$ cat src/fdssf_pkg.sv
// Shared types, constants and the hex segment table of the four-digit
// seven-segment formatter. No dependencies.
`timescale 1ns / 1ps

package fdssf_pkg;

    localparam int NUM_DIGITS  = 4;
    localparam int DIGIT_W     = 4;
    localparam int SEG_W       = 8;
    localparam int NUM_W       = 16;
    localparam int RADIX_W     = 5;
    // bits of the dividend handled by one divider stage
    localparam int STEP_BITS   = 8;
    localparam int STAGES_PER_DIGIT = NUM_W / STEP_BITS;
    localparam int DIV_STAGES  = NUM_DIGITS * STAGES_PER_DIGIT;

    localparam logic [SEG_W-1:0]   SEG_POINT  = 8'h80;
    localparam logic [NUM_W-1:0]   REAL_MAX   = 16'd9999;
    localparam logic [RADIX_W-1:0] RADIX_REAL = 5'd10;
    localparam logic [RADIX_W-1:0] RADIX_MIN  = 5'd2;
    localparam logic [RADIX_W-1:0] RADIX_MAX  = 5'd16;

    typedef enum logic [1:0] {
        CMD_RAW    = 2'd0,
        CMD_ENCODE = 2'd1,
        CMD_INT    = 2'd2,
        CMD_REAL   = 2'd3
    } t_cmd;

    // one item in flight through the divider chain
    typedef struct packed {
        t_cmd                                  cmd;
        logic [NUM_DIGITS-1:0][SEG_W-1:0]      raw;
        logic [RADIX_W-1:0]                    rad;
        logic [NUM_W-1:0]                      work;
        logic [DIGIT_W-1:0]                    rem;
        logic                                  half;
        logic [NUM_DIGITS*DIGIT_W-1:0]         digits;
    } t_pipe;

    function automatic logic [SEG_W-1:0] hex_seg(input logic [DIGIT_W-1:0] d);
        logic [SEG_W-1:0] s;
        case (d)
            4'h0:    s = 8'b00111111;
            4'h1:    s = 8'b00000110;
            4'h2:    s = 8'b01011011;
            4'h3:    s = 8'b01001111;
            4'h4:    s = 8'b01100110;
            4'h5:    s = 8'b01101101;
            4'h6:    s = 8'b01111101;
            4'h7:    s = 8'b00000111;
            4'h8:    s = 8'b01111111;
            4'h9:    s = 8'b01101111;
            4'hA:    s = 8'b01110111;
            4'hB:    s = 8'b01111100;
            4'hC:    s = 8'b00111001;
            4'hD:    s = 8'b01011110;
            4'hE:    s = 8'b01111001;
            4'hF:    s = 8'b01110001;
            default: s = 8'b00111111;
        endcase
        return s;
    endfunction

endpackage

$ cat src/fdssf_if.sv
// Request and result channel interfaces of the seven-segment formatter.
// Depends on nothing.
`timescale 1ns / 1ps

interface fdssf_in_if;
    logic        valid;
    logic        ready;
    logic [1:0]  cmd;
    logic [7:0]  digit_a;
    logic [7:0]  digit_b;
    logic [7:0]  digit_c;
    logic [7:0]  digit_d;
    logic [15:0] number;
    logic [4:0]  radix;

    modport source (
        output valid, cmd, digit_a, digit_b, digit_c, digit_d, number, radix,
        input  ready
    );
    modport sink (
        input  valid, cmd, digit_a, digit_b, digit_c, digit_d, number, radix,
        output ready
    );
endinterface

interface fdssf_out_if;
    logic       valid;
    logic       ready;
    logic [7:0] seg_left;
    logic [7:0] seg_second;
    logic [7:0] seg_third;
    logic [7:0] seg_right;

    modport source (
        output valid, seg_left, seg_second, seg_third, seg_right,
        input  ready
    );
    modport sink (
        input  valid, seg_left, seg_second, seg_third, seg_right,
        output ready
    );
endinterface

$ cat src/fdssf_div_stage.sv
// One registered stage of the digit divider chain: eight restoring
// division steps by the radix. Depends on fdssf_pkg.
`timescale 1ns / 1ps

module fdssf_div_stage (
    input  logic           i_clk,
    input  logic           i_rst_n,
    input  logic           i_en,
    input  logic           i_vld,
    input  fdssf_pkg::t_pipe i_stage,
    output logic           o_vld,
    output fdssf_pkg::t_pipe o_stage
);
    import fdssf_pkg::*;

    logic [DIGIT_W:0]     w_rem [0:STEP_BITS];
    logic [STEP_BITS-1:0] w_quo;
    logic [DIGIT_W:0]     w_shift [0:STEP_BITS-1];
    t_pipe                n_stage;
    logic                 r_vld;
    t_pipe                r_stage;

    assign w_rem[0] = {1'b0, i_stage.rem};

    // top byte of the window is divided; partial remainder stays below radix
    genvar g;
    generate
        for (g = 0; g < STEP_BITS; g++) begin : g_step
            assign w_shift[g] = {w_rem[g][DIGIT_W-1:0], i_stage.work[NUM_W-1-g]};
            assign w_quo[STEP_BITS-1-g] = (w_shift[g] >= i_stage.rad);
            assign w_rem[g+1] = w_quo[STEP_BITS-1-g] ? (w_shift[g] - i_stage.rad)
                                                     : w_shift[g];
        end
    endgenerate

    always_comb begin
        n_stage      = i_stage;
        n_stage.work = {i_stage.work[NUM_W-STEP_BITS-1:0], w_quo};
        n_stage.half = ~i_stage.half;
        if (i_stage.half) begin
            // second half done: remainder is the next digit, right to left
            n_stage.digits = {w_rem[STEP_BITS][DIGIT_W-1:0],
                              i_stage.digits[NUM_DIGITS*DIGIT_W-1:DIGIT_W]};
            n_stage.rem    = '0;
        end else begin
            n_stage.rem    = w_rem[STEP_BITS][DIGIT_W-1:0];
        end
    end

    always_ff @(posedge i_clk) begin
        if (!i_rst_n) begin
            r_vld <= 1'b0;
        end else if (i_en) begin
            r_vld <= i_vld;
        end
    end

    always_ff @(posedge i_clk) begin
        if (i_en) begin
            r_stage <= n_stage;
        end
    end

    assign o_vld   = r_vld;
    assign o_stage = r_stage;

endmodule

$ cat src/fdssf_lane.sv
// One display lane: passes the raw byte, or maps the encoded or divided
// digit to segments; real mode adds i_point. Depends on fdssf_pkg.
`timescale 1ns / 1ps

module fdssf_lane (
    input  fdssf_pkg::t_cmd              i_cmd,
    input  logic [fdssf_pkg::SEG_W-1:0]  i_raw,
    input  logic [fdssf_pkg::DIGIT_W-1:0] i_digit,
    input  logic                         i_point,
    output logic [fdssf_pkg::SEG_W-1:0]  o_seg
);
    import fdssf_pkg::*;

    always_comb begin
        case (i_cmd)
            CMD_RAW:    o_seg = i_raw;
            CMD_ENCODE: o_seg = hex_seg(i_raw[DIGIT_W-1:0]);
            CMD_INT:    o_seg = hex_seg(i_digit);
            CMD_REAL:   o_seg = hex_seg(i_digit) | (i_point ? SEG_POINT : '0);
            default:    o_seg = i_raw;
        endcase
    end

endmodule

$ cat src/four_digit_seven_segment_formatter.sv
// Four-digit seven-segment formatter. From request to result: one prepare
// stage, eight divider stages (two per digit), one output register.
// Throughput one request per cycle; the whole pipe stalls only while the
// output register holds a result that is not taken.
// Reset (synchronous, active low) clears all valid bits; data is not reset.
`timescale 1ns / 1ps

module four_digit_seven_segment_formatter (
    input  logic        i_clk,
    input  logic        i_rst_n,
    fdssf_in_if.sink    i_in,
    fdssf_out_if.source o_out
);
    import fdssf_pkg::*;

    logic                             w_en;
    t_cmd                             w_cmd;
    t_pipe                            n_prep;
    t_pipe                            r_prep;
    logic                             r_prep_vld;
    t_pipe                            w_stage [0:DIV_STAGES];
    logic [DIV_STAGES:0]              w_vld;
    logic [NUM_DIGITS-1:0][SEG_W-1:0] w_seg;
    logic [NUM_DIGITS-1:0][SEG_W-1:0] r_seg;
    logic                             r_out_vld;

    assign w_en       = !r_out_vld || o_out.ready;
    assign i_in.ready = w_en;
    assign w_cmd      = t_cmd'(i_in.cmd);

    // real mode is base ten on the saturated value
    always_comb begin
        n_prep        = '0;
        n_prep.cmd    = w_cmd;
        n_prep.raw[0] = i_in.digit_a;
        n_prep.raw[1] = i_in.digit_b;
        n_prep.raw[2] = i_in.digit_c;
        n_prep.raw[3] = i_in.digit_d;
        if (w_cmd == CMD_REAL) begin
            n_prep.rad  = RADIX_REAL;
            n_prep.work = (i_in.number > REAL_MAX) ? REAL_MAX : i_in.number;
        end else begin
            n_prep.work = i_in.number;
            if (i_in.radix < RADIX_MIN) begin
                n_prep.rad = RADIX_MIN;
            end else if (i_in.radix > RADIX_MAX) begin
                n_prep.rad = RADIX_MAX;
            end else begin
                n_prep.rad = i_in.radix;
            end
        end
    end

    always_ff @(posedge i_clk) begin
        if (!i_rst_n) begin
            r_prep_vld <= 1'b0;
        end else if (w_en) begin
            r_prep_vld <= i_in.valid;
        end
    end

    always_ff @(posedge i_clk) begin
        if (w_en) begin
            r_prep <= n_prep;
        end
    end

    assign w_stage[0] = r_prep;
    assign w_vld[0]   = r_prep_vld;

    genvar s;
    generate
        for (s = 0; s < DIV_STAGES; s++) begin : g_div
            fdssf_div_stage u_div (
                .i_clk   (i_clk),
                .i_rst_n (i_rst_n),
                .i_en    (w_en),
                .i_vld   (w_vld[s]),
                .i_stage (w_stage[s]),
                .o_vld   (w_vld[s+1]),
                .o_stage (w_stage[s+1])
            );
        end
    endgenerate

    // digits field holds the leftmost digit in its top nibble
    genvar k;
    generate
        for (k = 0; k < NUM_DIGITS; k++) begin : g_lane
            fdssf_lane u_lane (
                .i_cmd   (w_stage[DIV_STAGES].cmd),
                .i_raw   (w_stage[DIV_STAGES].raw[k]),
                .i_digit (w_stage[DIV_STAGES].digits[(NUM_DIGITS-1-k)*DIGIT_W +: DIGIT_W]),
                .i_point (k == 1),
                .o_seg   (w_seg[k])
            );
        end
    endgenerate

    always_ff @(posedge i_clk) begin
        if (!i_rst_n) begin
            r_out_vld <= 1'b0;
        end else if (w_en) begin
            r_out_vld <= w_vld[DIV_STAGES];
        end
    end

    always_ff @(posedge i_clk) begin
        if (w_en) begin
            r_seg <= w_seg;
        end
    end

    assign o_out.valid      = r_out_vld;
    assign o_out.seg_left   = r_seg[0];
    assign o_out.seg_second = r_seg[1];
    assign o_out.seg_third  = r_seg[2];
    assign o_out.seg_right  = r_seg[3];

endmodule

$ cat src/flat_wrapper.sv
// flat-port wrapper written by rule: the top's interface ports become plain ports
module four_digit_seven_segment_formatter_flat import fdssf_pkg::*;
  (i_clk, i_rst_n, i_in_valid, i_in_cmd, i_in_digit_a, i_in_digit_b, i_in_digit_c, i_in_digit_d, i_in_number, i_in_radix, i_in_ready, o_out_valid, o_out_seg_left, o_out_seg_second, o_out_seg_third, o_out_seg_right, o_out_ready);
  fdssf_in_if i_in_i ();
  fdssf_out_if o_out_i ();
  input  logic i_clk;
  input  logic i_rst_n;
  input wire logic [$bits(i_in_i.valid)-1:0] i_in_valid;
  input wire logic [$bits(i_in_i.cmd)-1:0] i_in_cmd;
  input wire logic [$bits(i_in_i.digit_a)-1:0] i_in_digit_a;
  input wire logic [$bits(i_in_i.digit_b)-1:0] i_in_digit_b;
  input wire logic [$bits(i_in_i.digit_c)-1:0] i_in_digit_c;
  input wire logic [$bits(i_in_i.digit_d)-1:0] i_in_digit_d;
  input wire logic [$bits(i_in_i.number)-1:0] i_in_number;
  input wire logic [$bits(i_in_i.radix)-1:0] i_in_radix;
  output wire logic [$bits(i_in_i.ready)-1:0] i_in_ready;
  output wire logic [$bits(o_out_i.valid)-1:0] o_out_valid;
  output wire logic [$bits(o_out_i.seg_left)-1:0] o_out_seg_left;
  output wire logic [$bits(o_out_i.seg_second)-1:0] o_out_seg_second;
  output wire logic [$bits(o_out_i.seg_third)-1:0] o_out_seg_third;
  output wire logic [$bits(o_out_i.seg_right)-1:0] o_out_seg_right;
  input wire logic [$bits(o_out_i.ready)-1:0] o_out_ready;
  assign i_in_i.valid = i_in_valid;
  assign i_in_i.cmd = i_in_cmd;
  assign i_in_i.digit_a = i_in_digit_a;
  assign i_in_i.digit_b = i_in_digit_b;
  assign i_in_i.digit_c = i_in_digit_c;
  assign i_in_i.digit_d = i_in_digit_d;
  assign i_in_i.number = i_in_number;
  assign i_in_i.radix = i_in_radix;
  assign i_in_ready = i_in_i.ready;
  assign o_out_valid = o_out_i.valid;
  assign o_out_seg_left = o_out_i.seg_left;
  assign o_out_seg_second = o_out_i.seg_second;
  assign o_out_seg_third = o_out_i.seg_third;
  assign o_out_seg_right = o_out_i.seg_right;
  assign o_out_i.ready = o_out_ready;
  four_digit_seven_segment_formatter u_core (.i_clk(i_clk), .i_rst_n(i_rst_n), .i_in(i_in_i), .o_out(o_out_i));
endmodule
$ cat config.mk
export PLATFORM = sky130hd
export DESIGN_NAME = four_digit_seven_segment_formatter_flat
export DESIGN_NICKNAME = d
export VERILOG_FILES = /design/src/fdssf_pkg.sv /design/src/fdssf_if.sv /design/src/fdssf_div_stage.sv /design/src/fdssf_lane.sv /design/src/four_digit_seven_segment_formatter.sv /design/src/flat_wrapper.sv
export SDC_FILE = /design/constraint.sdc
export NUM_CORES = 1
export LEC_CHECK = 0
export BUFFER_PORTS_ARGS = -buffer_cell sky130_fd_sc_hd__buf_2
export CAP_MARGIN = 15
export CORE_MARGIN = 3
export CORE_UTILIZATION = 57
export DETAILED_ROUTE_END_ITERATION = 7
export PLACE_DENSITY_LB_ADDON = 0.2
export SYNTH_ARGS = -nofsm -noshare
export SYNTH_HDL_FRONTEND = slang
export SYNTH_SLANG_ARGS = --single-unit
$ cat constraint.sdc
create_clock -name i_clk -period 84.2 [get_ports i_clk]
set_clock_uncertainty 0.1 [all_clocks]
set_input_delay 16.84 -clock i_clk [delete_from_list [all_inputs] [get_ports i_clk]]
set_output_delay 16.84 -clock i_clk [all_outputs]
set_load 0.03 [all_outputs]
==> run_summary.xml <==
<?xml version="1.0" encoding="UTF-8"?>
<metrics>
  <group name="critical_path">
    <metric name="most_frequent_cell_on_critical_path" unit="">sky130_fd_sc_hd__buf_2</metric>
    <metric name="critical_path.top_delay_family" unit="">buffers and inverters</metric>
    <metric name="timing.critical_path.required" unit="ns">67.26</metric>
    <metric name="worst-endpoint-arrival" unit="ns">18.26</metric>
    <metric name="r2r_start" unit="">u_core.g_div[6].u_div.o_stage[38]$_DFFE_PN_</metric>
    <metric name="crit_chain" unit="">buf_2 -&gt; nor2b_4 -&gt; buf_4 -&gt; inv_8 -&gt; buf_2</metric>
    <metric name="ff2ff_setup_slack" unit="ns">70.36</metric>
    <metric name="worst-r2r-cell-count" unit="">50</metric>
    <metric name="worst-path-max-fanout" unit="">95</metric>
    <metric name="worst_path_class_setup" unit="">in -&gt; out</metric>
    <metric name="endpoint_kind" unit="">output pin</metric>
    <metric name="critPathMaxStageDelay" unit="ns">0.47</metric>
    <metric name="critPathSlowestCell" unit="">sky130_fd_sc_hd__buf_4</metric>
    <metric name="buffers_inverters_on_critical_path" unit="">4</metric>
    <metric name="startpoint_type" unit="">input pin</metric>
  </group>
  <group name="clocking">
    <metric name="clock_latency" unit="ns">0.63</metric>
    <metric name="cts_made_buffers" unit="">67</metric>
    <metric name="clock-sinks" unit="">644</metric>
    <metric name="hold_buf_count_cts" unit="">0</metric>
    <metric name="ctsResizeCount" unit="">0</metric>
    <metric name="post_cts_buffers" unit="">0</metric>
    <metric name="clkSlewWorstSetupHoldPaths" unit="ns">0.06</metric>
    <metric name="htreeDepth" unit="">3</metric>
    <metric name="clock_tree.root_cell" unit="">sky130_fd_sc_hd__clkbuf_16</metric>
    <metric name="tritoncts" unit="">built</metric>
    <metric name="clock_tree.buffer_depth" unit="">3</metric>
  </group>
  <group name="synth">
    <metric name="synth_flop_cell" unit="">sky130_fd_sc_hd__edfxtp_1</metric>
    <metric name="synthesis.nets" unit="">3194</metric>
    <metric name="synth_seq_cells" unit="">644</metric>
    <metric name="yosysTopAreaCellShare" unit="%">49.4</metric>
    <metric name="synth_warnings" unit="">0</metric>
    <metric name="post_synth_main_area_contributors" unit="">sky130_fd_sc_hd__edfxtp_1, sky130_fd_sc_hd__ha_1, sky130_fd_sc_hd__a21o_1</metric>
    <metric name="synth_most_common_cell" unit="">sky130_fd_sc_hd__edfxtp_1</metric>
    <metric name="sequential_to_total_area_share_from_yosys_stat" unit="%">53.1</metric>
    <metric name="mean_cell_area_of_the_mapped_netlist" unit="µm²">13.0</metric>
    <metric name="async_set_reset_flop_share_out_of_synthesis" unit="%">0</metric>
    <metric name="synth_enable_flop_cells" unit="">578</metric>
    <metric name="netlist-cell-type-count" unit="">59</metric>
    <metric name="synthDominantAreaCellType" unit="">sky130_fd_sc_hd__edfxtp_1</metric>
    <metric name="synthesis.instances" unit="">2711</metric>
    <metric name="mappedNetlistArea" unit="µm²">35100</metric>
    <metric name="synth.top_cells.by_count" unit="">sky130_fd_sc_hd__edfxtp_1, sky130_fd_sc_hd__ha_1, sky130_fd_sc_hd__inv_1</metric>
  </group>
  <group name="floorplan">
    <metric name="dieWidth" unit="µm">254</metric>
    <metric name="initial_utilization" unit="%">57.9</metric>
    <metric name="io-pin-count" unit="">93</metric>
    <metric name="core_region_area" unit="µm²">60700</metric>
    <metric name="die_h" unit="µm">254</metric>
    <metric name="rows" unit="">90</metric>
    <metric name="fp.dieArea" unit="µm²">64700</metric>
  </group>
  <group name="cells_and_area">
    <metric name="fin_nets" unit="">3329</metric>
    <metric name="drive_gt1_share" unit="%">12.0</metric>
    <metric name="area.growth.synth_to_final" unit="%">10.1</metric>
    <metric name="n_fill_cell" unit="">4365</metric>
    <metric name="number_of_diodes" unit="">0</metric>
  </group>
  <group name="timing">
    <metric name="post-route-min-period" unit="ns">35.20</metric>
    <metric name="report.final.hold_viol_count" unit="">0</metric>
    <metric name="worstMarginPinSlew" unit="ns">0.988</metric>
    <metric name="finalSetupTns" unit="ns">0</metric>
    <metric name="drv_slew" unit="">0</metric>
    <metric name="finalCritPeriodShare" unit="%">41.8</metric>
    <metric name="timing.final.ws_setup" unit="ns">49.00</metric>
    <metric name="final_hold_slack" unit="ns">0.307</metric>
    <metric name="timing.final.setup_violations" unit="">0</metric>
    <metric name="timing.fmax" unit="GHz">0.0284</metric>
    <metric name="slew-limit-headroom" unit="%">32.2</metric>
    <metric name="setup_repair_after_global_routing_missed_its_margin" unit="">false</metric>
  </group>
  <group name="routing">
    <metric name="ant_nets" unit="">0</metric>
    <metric name="detail_route.iter0.violations" unit="">1059</metric>
    <metric name="num_vias" unit="">20500</metric>
    <metric name="routed_wire_length_per_instance" unit="µm">16.2</metric>
    <metric name="detailedRoute.firstPassIterationCount" unit="">5</metric>
    <metric name="totalWireLength" unit="µm">59600</metric>
    <metric name="detail_route.drc_violations" unit="">0</metric>
    <metric name="vias_per_cell" unit="">5.58</metric>
  </group>
  <group name="global_routing">
    <metric name="grt_use_total" unit="%">18.7</metric>
    <metric name="grt_max_degree" unit="">159</metric>
    <metric name="grt_pass1_vias" unit="">21000</metric>
    <metric name="grt_pass1_wl" unit="µm">99500</metric>
    <metric name="globalRoute.totalOverflow" unit="">0</metric>
    <metric name="grt_antenna_before_repair" unit="">0</metric>
  </group>
  <group name="min_path">
    <metric name="hold_end" unit="">u_core.g_div[2].u_div.o_stage[31]$_DFFE_PN_</metric>
    <metric name="whs_path_depth" unit="">0</metric>
    <metric name="hp-class" unit="">reg -&gt; reg</metric>
    <metric name="hold_path.startpoint" unit="">u_core.g_div[1].u_div.o_stage[23]$_DFFE_PN_</metric>
  </group>
  <group name="run_status">
    <metric name="status" unit="">finished clean</metric>
  </group>
  <group name="placed_design">
    <metric name="place_hpwl" unit="µm">41000</metric>
    <metric name="placement.io_buffers" unit="">92</metric>
    <metric name="place.gp.congestion" unit="">0.839</metric>
    <metric name="dp_worst_setup_slack" unit="ns">49.00</metric>
  </group>
  <group name="flow_run">
    <metric name="cap_violations" unit="">0</metric>
  </group>
</metrics>
-- cell type report --
| cell class | instances | area [µm²] | area share [%] |
|---|---|---|---|
| Clock buffer | 88 | 1780 | 4.59 |
| Timing Repair Buffer | 101 | 541 | 1.40 |
| Sequential cell | 644 | 18700 | 48.2 |
| Clock inverter | 32 | 390 | 1.01 |
| Tap cell | 782 | 978 | 2.53 |
| Inverter | 260 | 983 | 2.54 |
| Multi-Input combinational cell | 1772 | 15400 | 39.7 |
-- cell usage in the layout (no fill, tap or decap), types with 7 or more instances in the layout --
master                      instances
sky130_fd_sc_hd__edfxtp_1         578
sky130_fd_sc_hd__ha_1             364
sky130_fd_sc_hd__inv_1            259
sky130_fd_sc_hd__a21o_1           185
sky130_fd_sc_hd__a21oi_1          170
sky130_fd_sc_hd__nand2_1          140
sky130_fd_sc_hd__mux2_2           123
sky130_fd_sc_hd__mux2i_1          118
sky130_fd_sc_hd__xnor2_1           96
sky130_fd_sc_hd__buf_2             92
sky130_fd_sc_hd__o21ai_0           90
sky130_fd_sc_hd__nand2b_1          71
sky130_fd_sc_hd__clkbuf_16         67
sky130_fd_sc_hd__dfxtp_1           66
sky130_fd_sc_hd__fa_1              60
sky130_fd_sc_hd__nor2_1            54
sky130_fd_sc_hd__nor3_1            35
sky130_fd_sc_hd__xor2_1            32
sky130_fd_sc_hd__nor2b_1           24
sky130_fd_sc_hd__clkbuf_1          19
sky130_fd_sc_hd__a21boi_0          18
sky130_fd_sc_hd__o21ai_1           16
sky130_fd_sc_hd__o22a_1            16
sky130_fd_sc_hd__a2111oi_0         13
sky130_fd_sc_hd__clkinv_2          12
sky130_fd_sc_hd__a211oi_1          10
sky130_fd_sc_hd__a31oi_1           10
sky130_fd_sc_hd__and2_1            10
sky130_fd_sc_hd__or2_2             10
sky130_fd_sc_hd__o21a_1             9
sky130_fd_sc_hd__o31ai_1            8
sky130_fd_sc_hd__buf_4              8
sky130_fd_sc_hd__mux4_2             7
sky130_fd_sc_hd__o32a_1             7
sky130_fd_sc_hd__clkinv_1           7
-- routing by layer --
layer	part of all wire, %	vias to the layer above	GRT usage, %
met4	2.4	0	5.80
met1	45	9902	24.1
met5	0	-	0
met2	50	300	32.8
met3	3.0	112	2.64
li1	-	10200	-
-- per-stage QoR --
stage          instances  util [%]  area [µm²]
6_report            3679      63.8       38700
3_5_place_dp        3559      60.2       36600
4_1_cts             3679      63.8       38700
2_1_floorplan       2711         -       35200
3_3_place_gp        3559      60.2       36600
5_1_grt             3679      63.8       38700
-- cell families after synthesis --
logic type | synth area share [%]
fa+ha+maj | 16.4
buf+inv | 3.15
compound gates | 10.8
xor+xnor | 3.19
flops | 53.1
mux | 8.01
simple gates | 5.30
-- worst max path at each step --
stage	startpoint	to	slack (ns)	cells after the start
after floorplan	o_out_ready	i_in_ready	33.59	5
after global placement	o_out_ready	i_in_ready	49.03	5
after detailed placement	o_out_ready	i_in_ready	49.00	5
after CTS	o_out_ready	i_in_ready	49.01	5
after global routing	o_out_ready	i_in_ready	48.93	5
final	o_out_ready	i_in_ready	49.00	5
-- sequential cells by signal (all words and copies together), names as in the netlist, named ones only --
signal,flops
u_core.o_out.seg_right,8
u_core.o_out.seg_third,8
u_core.g_div.u_div.o_stage,491
u_core.o_out.valid,1
u_core.o_out.seg_second,8
u_core.r_prep_vld,1
u_core.o_out.seg_left,8
u_core.g_div.u_div.o_vld,8
u_core.r_prep,55
Power is left out: the tool's default activity adds up to more than one toggle a clock period on the data nets, which glitch-free logic cannot reach.
